### src/rtl/ates_pkg.sv
`timescale 1ns / 1ps
// ----------------------------------------------------------------------------
// ates_pkg
// Shared types, codes and helpers of the terminal screen engine.
// ----------------------------------------------------------------------------
package ates_pkg;

   // built maxima of the cell store
   localparam int MaxColsDefault = 128;
   localparam int MaxRowsDefault = 64;

   // default active area after reset
   localparam int ResetCols = 80;
   localparam int ResetRows = 24;

   // request kinds (tuser)
   localparam logic [2:0] FN_PRINT = 3'd0;
   localparam logic [2:0] FN_CTRL  = 3'd1;
   localparam logic [2:0] FN_CSI   = 3'd2;
   localparam logic [2:0] FN_ESC   = 3'd3;
   localparam logic [2:0] FN_SGR   = 3'd4;
   localparam logic [2:0] FN_PEEK  = 3'd5;

   // control bytes
   localparam logic [7:0] CH_BS  = 8'h08;
   localparam logic [7:0] CH_TAB = 8'h09;
   localparam logic [7:0] CH_LF  = 8'h0A;
   localparam logic [7:0] CH_CR  = 8'h0D;

   // CSI finals
   localparam logic [7:0] CSI_CUU = 8'h41; // A
   localparam logic [7:0] CSI_CUD = 8'h42; // B
   localparam logic [7:0] CSI_CUF = 8'h43; // C
   localparam logic [7:0] CSI_CUB = 8'h44; // D
   localparam logic [7:0] CSI_CUP = 8'h48; // H
   localparam logic [7:0] CSI_ED  = 8'h4A; // J
   localparam logic [7:0] CSI_EL  = 8'h4B; // K
   localparam logic [7:0] CSI_SU  = 8'h53; // S
   localparam logic [7:0] CSI_SD  = 8'h54; // T
   localparam logic [7:0] CSI_HVP = 8'h66; // f
   localparam logic [7:0] CSI_SGR = 8'h6D; // m

   // ESC finals
   localparam logic [7:0] ESC_IND = 8'h44; // D
   localparam logic [7:0] ESC_NEL = 8'h45; // E
   localparam logic [7:0] ESC_RI  = 8'h4D; // M
   localparam logic [7:0] ESC_RIS = 8'h63; // c

   // SGR values
   localparam logic [15:0] SGR_BOLD      = 16'd1;
   localparam logic [15:0] SGR_UNDER     = 16'd4;
   localparam logic [15:0] SGR_REVERSE   = 16'd7;
   localparam logic [15:0] SGR_NO_BOLD   = 16'd22;
   localparam logic [15:0] SGR_NO_UNDER  = 16'd24;
   localparam logic [15:0] SGR_NO_REV    = 16'd27;
   localparam logic [15:0] SGR_FG_LO     = 16'd30;
   localparam logic [15:0] SGR_FG_HI     = 16'd37;
   localparam logic [15:0] SGR_FG_DEF    = 16'd39;
   localparam logic [15:0] SGR_BG_LO     = 16'd40;
   localparam logic [15:0] SGR_BG_HI     = 16'd47;
   localparam logic [15:0] SGR_BG_DEF    = 16'd49;
   localparam logic [15:0] SGR_FGB_LO    = 16'd90;
   localparam logic [15:0] SGR_FGB_HI    = 16'd97;
   localparam logic [15:0] SGR_BGB_LO    = 16'd100;
   localparam logic [15:0] SGR_BGB_HI    = 16'd107;

   // current rendition: style bit0 bold, bit1 underline, bit2 reverse
   typedef struct packed {
      logic [2:0] style;
      logic [3:0] back;
      logic [3:0] fore;
   } pen_type;

   localparam pen_type PEN_RESET = '{style: 3'd0, back: 4'hF, fore: 4'hF};

   // cell word: {pen, codepoint}
   localparam logic [31:0] BLANK_CELL = {PEN_RESET, 21'h000020};

   // controller to datapath
   typedef struct packed {
      logic load_req;
      logic exec;
      logic swp_read;
      logic swp_write;
      logic swp_copy;
      logic clr_write;
      logic rsp_load;
   } cmd_type;

   // datapath to controller
   typedef struct packed {
      logic sweep_go;
      logic src_ok;
      logic sweep_last;
      logic clr_last;
   } stat_type;

   function automatic pen_type sgr_apply(pen_type p, logic [15:0] v, logic [1:0] cnt);
      pen_type r;
      r = p;
      if (cnt == 2'd0 || v == 16'd0) r = PEN_RESET;
      else if (v == SGR_BOLD) r.style[0] = 1'b1;
      else if (v == SGR_UNDER) r.style[1] = 1'b1;
      else if (v == SGR_REVERSE) r.style[2] = 1'b1;
      else if (v == SGR_NO_BOLD) r.style[0] = 1'b0;
      else if (v == SGR_NO_UNDER) r.style[1] = 1'b0;
      else if (v == SGR_NO_REV) r.style[2] = 1'b0;
      else if (v == SGR_FG_DEF) r.fore = 4'hF;
      else if (v == SGR_BG_DEF) r.back = 4'hF;
      else if (v >= SGR_FG_LO && v <= SGR_FG_HI) r.fore = 4'(v - SGR_FG_LO);
      else if (v >= SGR_BG_LO && v <= SGR_BG_HI) r.back = 4'(v - SGR_BG_LO);
      else if (v >= SGR_FGB_LO && v <= SGR_FGB_HI) begin
         r.fore = 4'(v - SGR_FGB_LO);
         r.style[0] = 1'b1;
      end
      else if (v >= SGR_BGB_LO && v <= SGR_BGB_HI) r.back = 4'(v - SGR_BGB_LO);
      return r;
   endfunction

endpackage

### src/rtl/ates_ctrl.sv
`timescale 1ns / 1ps
// ----------------------------------------------------------------------------
// ates_ctrl
// Sequencer: clearing pass, request intake, row sweeps and response hand-off.
// ----------------------------------------------------------------------------
module ates_ctrl (
   input  logic              clock,
   input  logic              reset,
   input  logic              req_tvalid,
   output logic              req_tready,
   output logic              rsp_tvalid,
   input  logic              rsp_tready,
   input  ates_pkg::stat_type stat,
   output ates_pkg::cmd_type  cmd
);

   typedef enum logic [2:0] {
      ST_CLEAR,
      ST_IDLE,
      ST_EXEC,
      ST_SWEEP,
      ST_COPY,
      ST_DONE
   } state_type;

   state_type state_ff, state_in;
   logic      rsp_valid_ff, rsp_valid_in;
   logic      slot_free;

   assign slot_free  = !rsp_valid_ff || rsp_tready;
   assign rsp_tvalid = rsp_valid_ff;
   assign req_tready = (state_ff == ST_IDLE) || (state_ff == ST_DONE && slot_free);

   // next state and commands
   always_comb begin
      state_in     = state_ff;
      rsp_valid_in = rsp_valid_ff && !rsp_tready;
      cmd          = '0;
      unique case (state_ff)
         ST_CLEAR: begin
            cmd.clr_write = 1'b1;
            if (stat.clr_last) state_in = ST_IDLE;
         end
         ST_IDLE: begin
            if (req_tvalid) begin
               cmd.load_req = 1'b1;
               state_in     = ST_EXEC;
            end
         end
         ST_EXEC: begin
            cmd.exec = 1'b1;
            state_in = stat.sweep_go ? ST_SWEEP : ST_DONE;
         end
         ST_SWEEP: begin
            if (stat.src_ok) begin
               cmd.swp_read = 1'b1;
               state_in     = ST_COPY;
            end else begin
               cmd.swp_write = 1'b1;
               if (stat.sweep_last) state_in = ST_DONE;
            end
         end
         ST_COPY: begin
            cmd.swp_write = 1'b1;
            cmd.swp_copy  = 1'b1;
            state_in      = stat.sweep_last ? ST_DONE : ST_SWEEP;
         end
         ST_DONE: begin
            if (slot_free) begin
               cmd.rsp_load = 1'b1;
               rsp_valid_in = 1'b1;
               if (req_tvalid) begin
                  cmd.load_req = 1'b1;
                  state_in     = ST_EXEC;
               end else begin
                  state_in = ST_IDLE;
               end
            end
         end
         default: state_in = ST_IDLE;
      endcase
   end

   // state and registered outputs
   always_ff @(posedge clock) begin
      if (reset) begin
         state_ff     <= ST_CLEAR;
         rsp_valid_ff <= 1'b0;
      end else begin
         state_ff     <= state_in;
         rsp_valid_ff <= rsp_valid_in;
      end
   end

   // a response is only produced when the output slot is free
   a_rsp_slot: assert property (@(posedge clock) disable iff (reset)
      cmd.rsp_load |-> slot_free)
      else $error("response loaded over a pending one");

   // no request taken during the clearing pass or a sweep
   a_no_take_busy: assert property (@(posedge clock) disable iff (reset)
      (state_ff == ST_CLEAR || state_ff == ST_SWEEP || state_ff == ST_COPY) |-> !req_tready)
      else $error("request taken while busy");

   // an executed request that starts no sweep goes on to the response step
   a_exec_done: assert property (@(posedge clock) disable iff (reset)
      (state_ff == ST_EXEC && !stat.sweep_go) |=> state_ff == ST_DONE)
      else $error("execute did not reach completion");

endmodule

### config.mk
export PLATFORM = sky130hd
export DESIGN_NAME = ates_ctrl
export DESIGN_NICKNAME = d
export VERILOG_FILES = /design/src/rtl/ates_pkg.sv /design/src/rtl/ates_ctrl.sv
export SDC_FILE = /design/constraint.sdc
export NUM_CORES = 1
export LEC_CHECK = 0
export ABC_AREA = 1
export BUFFER_PORTS_ARGS = -buffer_cell sky130_fd_sc_hd__buf_2
export CORE_AREA = 3 3 40 42
export DETAILED_ROUTE_END_ITERATION = 10
export DIE_AREA = 0 0 43 45
export PLACE_DENSITY = 0.66
export SYNTH_ARGS = -nofsm -noshare
export SYNTH_HDL_FRONTEND = slang
export SYNTH_SLANG_ARGS = --single-unit
export TNS_END_PERCENT = 20
### constraint.sdc
create_clock -name clock -period 0.95 [get_ports clock]
set_input_delay 0.0475 -clock clock [delete_from_list [all_inputs] [get_ports clock]]
set_output_delay 0.0475 -clock clock [all_outputs]
set_load 0.03 [all_outputs]
; ---- Word level (Yosys, flattened, before mapping)
; Cells that the tools add are included.
[word_totals]
reg_bits = 4
input_bits = 8
wordCells = 42
[op_classes]
eq_ne = 9
mux = 23
reduce_logical = 8
[op_table]
columns = op, count
row1 = 3-bit 2-to-1 mux, 7
row2 = 3-bit case mux with 6 select lines, 1
row3 = 1-bit 2-to-1 mux, 12
row4 = 3-bit by 2-bit equality test with 1-bit output (second input constant), 2
row5 = 3-bit equality test (second input constant), 2
row6 = 2-bit != test (second input constant), 3
row7 = 1-bit case mux with 2 select lines, 2
row8 = 4-bit AND reduction, 1
row9 = 3-bit by 1-bit equality test with 1-bit output (second input constant), 1
row10 = 3-bit logical NOT, 1
row11 = 3-bit != test (second input constant), 1
row12 = 1-bit logical AND, 2
row13 = 1-bit logical NOT, 2
row14 = 1-bit logical OR, 2
row15 = 2-bit 2-to-1 mux, 1

; ---- Depth between registers and ports, before layout
; Gate-level depths: netlist of the first run.
[depth]
depth_word = 4
depth_mapped = 9

; ---- Worst setup path after synthesis of the first run
; Ideal clock, no wire load.
[synth_timing]
kind = register to register
start = register state_ff[2]
end = register state_ff[0]
setup_time_ns = 0.064
t_arrival_ns = 1.441
required_time_ns = 0.886
slack_ns = -0.555
stages_incl_launch_ff = 7
n_path_buf = 1
path_cell_list = dfxtp_1 -> buf_4 -> nor3_1 -> nor2_1 -> nand4_1 -> nor2_1 -> nor2_1
[synth_between]
elab_chain_len = 3
word_cells_on_any_way = 12
classes_between = eq/ne: 9 / mux: 1 / reduce/logical: 2
[synth_lines]
columns = item, line_no
row1 = from (decl), ates_ctrl.sv:26  ; state_type state_ff, state_in;
row2 = from (signal assigned), ates_ctrl.sv:90  ; state_ff <= state_in;
row3 = "3-bit by 2-bit equality test with 1-bit output, or another cell as far along", ates_ctrl.sv:39  ; unique case (state_ff)
row4 = 3-bit != test (no line) or 2-bit != test (tied branches), n/a
row5 = 4-bit AND reduction (no line), n/a
; Several ways; a longest one is shown, not always the timed one.
; A chain may end at the register's enable or synchronous reset.

==> results of run 1 <==
[worst paths after layout]
kind                                                 end  slack (ns)  depth (start not counted)                     start
worst max register to register  state_ff[0]$_SDFFE_PP0P_       -0.18                          8  state_ff[2]$_SDFFE_PP0P_
worst min-delay path            state_ff[2]$_SDFFE_PP0P_        0.01                          2                     reset
worst min register to register     rsp_tvalid$_SDFF_PP0_        0.56                          2     rsp_tvalid$_SDFF_PP0_
worst max-delay path                              cmd[3]       -0.24                          5  state_ff[2]$_SDFFE_PP0P_
[area by class of cell]
cell class	instances	area [µm²]	share of cell area
inverters	15	61.3	0.0855
well taps	15	18.8	0.0262
repair buffers	30	235	0.328
clock buffers	3	22.5	0.0314
multi-input cells	42	287	0.400
flip-flops and latches	4	92.6	0.129
[layout by cell type (no fill, tap or decap), types with 2 or more instances in the layout]
| cell | count |
|---|---|
| a21oi_1 | 2 |
| a21oi_2 | 2 |
| buf_2 | 8 |
| buf_4 | 14 |
| buf_6 | 8 |
| clkbuf_4 | 3 |
| dfxtp_4 | 3 |
| inv_1 | 11 |
| inv_2 | 2 |
| inv_4 | 2 |
| nand2_1 | 7 |
| nand3_1 | 6 |
| nor2_1 | 4 |
| nor2_2 | 5 |
| nor2_4 | 3 |
| o21ai_1 | 2 |
| o21ai_2 | 2 |
[metrics by stage]
stage | hold slack [ns] | cell area [µm²] | std cells
2_1_floorplan | 0.109 | 400 | 63
3_3_place_gp | 0.260 | 548 | 101
5_1_grt | 0.0220 | 717 | 109
6_report | 0.0146 | 717 | 109
4_1_cts | 0.00738 | 687 | 108
3_5_place_dp | 0.255 | 548 | 101
[kinds of logic (layout without fill, tap and decap cells)]
kind of cell	count (synthesis)	count (layout)	synth area share
and+or+nand+nor	32	32	0.440
DFF	4	4	0.215
AOI/OAI and AO/OA	10	10	0.144
buffers and inverters	17	48	0.201
[metal layers]
metal | up-vias | share of wire
met5 | - | 0
met4 | 0 | 0.0099
met3 | 2 | 0.054
met2 | 13 | 0.53
met1 | 232 | 0.41
li1 | 263 | -
[critical path, cell delays in order (launching register included)]
cell and delay, ns:
dfxtp_4 0.36, inv_4 0.08, nand3_4 0.07, buf_6 0.13, o21ai_4 0.12, buf_6 0.15
[power by group through the flow]
| stage | Combinational [mW] | Sequential (mW) | Clock [mW] |
|---|---|---|---|
| floorplan | 0.260 | 0.201 | 0 |
| global placement | 0.345 | 0.216 | 0 |
| detailed placement | 0.349 | 0.216 | 0 |
| CTS | 0.427 | 0.224 | 0.215 |
| global route | 0.492 | 0.228 | 0.227 |
| finish | 0.455 | 0.226 | 0.211 |
[sequential cells by signal, indices dropped and copies added (netlist names)]
| name | cells |
|---|---|
| state_ff | 3 |
| rsp_tvalid | 1 |
[what timing repair did]
item | CTS | global route
hold buffers | 0 | 0
gates resized for setup | 30 | 6
pin swaps | 3 | 3
endpoints found under the setup margin | 12 | 11
buffers inserted | 4 | 1
hold endpoints to repair | 0 | 0
==> metrics.txt, run 1 <==
outcome finished with violations; failing checks setup timing; IO buf count 16; die height 45 µm; Synth async-reset ratio 0; Flop pwr share 0.253; Total Wirelength 1.22 mm; Synth Instances 63; Worst-path clk slew 0.04 ns; Synth-to-Final Area Change 92.3%; Design Power 0.892 mW; antenna diode count 0; sequential area share after synthesis 0.215; Required @ worst endpoint 0.90 ns; CTS tree done; Hold Vio Cnt, Final 0; Least-Margin Pin Slew 0.157 ns; vias in the first global route 478; clock power share 0.236; Static Leakage 0.356 nW; Cell variety after synth 17; clock sinks 4; min setup slack post-route -0.240 ns; largest net degree at the start of global routing 8; crit path DAT 1.14 ns; M2 GR Usage 0.225; count leader, synth inv_1; yosys warns 0; peak supply drop 0.556 mV; unrepaired setup endpoints after global routing true; crit share post-route 1.25; Core Area 0.00128 mm²; CTS Buf Count 3; Overflow after GRT 0; share of layout cells above drive strength 1 0.628; most instantiated cells after synthesis 12 x inv_1, 8 x nand2_1, 6 x nand3_1, 6 x nor2_1, 6 x nor2_2; Row Count 13; worst rel slew slack 0.895; Total Nets Final 104; combinational power share 0.510; Synth Register Bits 4; pwr dens 1240 mW/mm²; clock buffer depth 2; DR DRC count 0; worst-skew pair later-pin latency 0.23 ns; syn nets 71; die width 43 µm; Worst Setup Start Kind flip-flop; ys flop type dfxtp_1; Setup CP Type reg2out; EDFF count, synth 0; Synth area leader dfxtp_1; WL/cell 11.2 µm; Final Skew 0.00114 ns; router iterations before antenna repair 4; routability cong. 0.852; global-route wire length before repair 1.92 mm; clock root buffer master clkbuf_4; Final Slew Violations 0; vias per cell 4.68; GRT busiest layer met2; CP endpoint kind primary output; max_cap viols 0; Final min period 1.19 ns; pre-CTS setup slack -0.233 ns; Vias 510; top cells by area, synth dfxtp_1 21%, inv_1 12%, nor2_2 10%; Mapped Area 373 µm²; Final TNS setup -2.13 ns; die area 0.00194 mm²; 1st-iter DRT viols 16; worst-path fanout max 7; switching pwr 0.361 mW; Initial Util 0.290; dpl hpwl 813 µm; CTS H-tree depth 1; Post-DRT Antenna Nets 0; class of the worst hold path in2reg; GRT Total Usage 0.130; GR Util met1 0.157; Sw Ratio 0.404; Fmax 0.840 GHz; internal power 0.532 mW; Avg Cell Area, Syn 5.92 µm²; FILL cells 124; IO Count 17; initial antenna violation count 0; final core occ 0.558; post-synth top area share 0.215; met3 Use GR 0.0359; final setup violation count 11
No activity file was read; power rests on OpenSTA's default activity.
==> run 2: changes to the inputs <==
--- a/config.mk
+++ b/config.mk
@@ -7,9 +7,11 @@
 export LEC_CHECK = 0
 export ABC_AREA = 1
 export BUFFER_PORTS_ARGS = -buffer_cell sky130_fd_sc_hd__buf_2
+export CAP_MARGIN = 20
 export CORE_AREA = 3 3 40 42
 export DETAILED_ROUTE_END_ITERATION = 10
 export DIE_AREA = 0 0 43 45
+export GPL_TIMING_DRIVEN = 0
 export PLACE_DENSITY = 0.66
 export SYNTH_ARGS = -nofsm -noshare
 export SYNTH_HDL_FRONTEND = slang
==> run 2 against run 1 <==
Critical path depth increased by 1. Global-route usage decreased by 2.3 points. Hold slack improved by 0.16 ns. The flow still finishes with violations (setup timing). Setup slack got worse by 0.024 ns. First-iteration DRC count decreased by 44%. Register-to-register slack got worse by 0.03 ns. Die area unchanged. Cell count decreased by 6.4%. Maximum frequency decreased by 1.9%. Largest cell class unchanged.
==> metrics.txt, run 2 (synthesized netlist as in run 1, its figures left out) <==
outcome finished with violations; failing checks setup timing; clock sinks 4; CP cell instances buf_8 > inv_4 > nor2_4 > o21ai_2 > nor2_2 > buf_6; routability cong. 0.780; worst-path fanout max 8; Worst R2R Start state_ff[0]$_SDFFE_PP0P_; pwr dens 1330 mW/mm²; Initial Util 0.290; Largest register FFs 3; worst-skew pair later-pin latency 0.24 ns; R2R Setup Slk -0.21 ns; Vias 468; slowest stage delay, CP 0.32 ns; DR DRC count 0; CTS tree done; GRT busiest layer met2; peak supply drop 0.656 mV; Required @ worst endpoint 0.90 ns; Hold Vio Cnt, Final 0; antenna diode count 0; Synth-to-Final Area Change 76.2%; CP top delay family flip-flops; register bank with the most flops state_ff; Static Leakage 0.326 nW; CP endpoint kind primary output; Hold WS 0.170 ns; cells on worst reg2reg path 8; final setup violation count 11; Worst Setup Start Kind flip-flop; Buf/Inv on CP 3; RR Endpoint state_ff[1]$_SDFFE_PP0P_; worst rel slew slack 0.898; Final Skew 0.00358 ns; most common cell after layout, fill and taps aside inv_1; Row Count 13; die area 0.00194 mm²; IO buf count 16; clock root buffer master clkbuf_4; FILL cells 117; IO Count 17; class of the worst hold path in2reg; Least-Margin Pin Slew 0.152 ns; 1st-iter DRT viols 9; unrepaired setup endpoints after global routing true; router iterations before antenna repair 4; M2 GR Usage 0.153; Overflow after GRT 0; pre-CTS setup slack -0.275 ns; min setup slack post-route -0.263 ns; clock buffer depth 2; max_cap viols 0; crit path DAT 1.17 ns; Final min period 1.21 ns; Post-DRT Antenna Nets 0; Setup CP Type reg2out; vias per cell 4.59; Fmax 0.824 GHz; slowest CP cell dfxtp_2; met3 Use GR 0.0518; largest net degree at the start of global routing 9; CTS H-tree depth 1; CTS Buf Count 3; die height 45 µm; GR Util met1 0.147; Core Area 0.00128 mm²; crit share post-route 1.28; GRT Total Usage 0.107; die width 43 µm; hold path start rsp_tready; hold path cells 4; Total Nets Final 97; WL/cell 9.32 µm; initial antenna violation count 0; dpl hpwl 732 µm; global-route wire length before repair 1.57 mm; share of layout cells above drive strength 1 0.575; Final Slew Violations 0; Total Wirelength 951 µm; Worst Hold End rsp_tvalid$_SDFF_PP0_; Worst-path clk slew 0.04 ns; most frequent cells in the layout 10 x inv_1, 8 x buf_6, 8 x buf_2, 7 x nand2_1, 6 x nand3_1; vias in the first global route 388
[run 2: changes by cell type in the layout (fill, tap and decap cells not counted), sizes merged]
cell         before  now
dlygate4sd3       0    1
buf              30   22
[run 2: report_power, final]
group | switching (mW) | total, mW | internal, mW
combinational | 0.250 | 0.452 | 0.201
clock | 0.0685 | 0.210 | 0.141
sequential | 0.0245 | 0.211 | 0.186
total | 0.343 | 0.872 | 0.529
[run 2: worst reg2reg max path, stage by stage, from the launching register on]
cell	delay, ns
dfxtp_2	0.32
buf_8	0.13
inv_4	0.04
nor2_4	0.11
buf_4	0.12
o21ai_0	0.07
nand3_1	0.08
nand3_1	0.08
a21oi_1	0.11
[run 2: layer usage]
layer  wire (µm)  vias up
li1            -      250
met4           0        0
met3          87        0
met1         415      200
met2         448       18
met5           0        -
[run 2: stage by stage]
| stage | area, µm² | util | total power, mW | setup TNS (ns) | std cells |
|---|---|---|---|---|---|
| after floorplan | 400 | - | 0.462 | -0.744 | 63 |
| after global placement | 499 | 0.389 | 0.534 | -1.30 | 94 |
| after detailed placement | 499 | 0.389 | 0.540 | -1.43 | 94 |
| after CTS | 621 | 0.483 | 0.846 | -2.17 | 100 |
| after global routing | 657 | 0.511 | 0.938 | -3.00 | 102 |
| final | 657 | 0.511 | 0.872 | -2.20 | 102 |
[run 2: cell type report]
class,count,area [µm²],share of cell area
sequential,4,86.3,0.131
tap,15,18.8,0.0286
buffer,2,26.3,0.0400
clock buffer,3,22.5,0.0343
inverter,15,63.8,0.0971
timing repair buffer,21,166,0.253
multi-input combinational,42,273,0.415
[run 2: what timing repair did]
action	4_1_cts	5_1_grt
hold endpoints to repair	2	0
pin swaps	3	4
setup buffers	2	2
hold buffers	1	0
setup endpoints to repair	11	11
resized for setup	25	8
[run 2: how the worst max path moves through the flow]
stage	start	end	depth (start not counted)
after CTS	state_ff[0]$_SDFFE_PP0P_	cmd[6]	6
after floorplan	state_ff[1]$_SDFFE_PP0P_	state_ff[0]$_SDFFE_PP0P_	7
after global routing	state_ff[0]$_SDFFE_PP0P_	cmd[6]	6
after detailed placement	state_ff[1]$_SDFFE_PP0P_	state_ff[0]$_SDFFE_PP0P_	7
after global placement	state_ff[1]$_SDFFE_PP0P_	state_ff[0]$_SDFFE_PP0P_	7
final	state_ff[0]$_SDFFE_PP0P_	cmd[6]	6
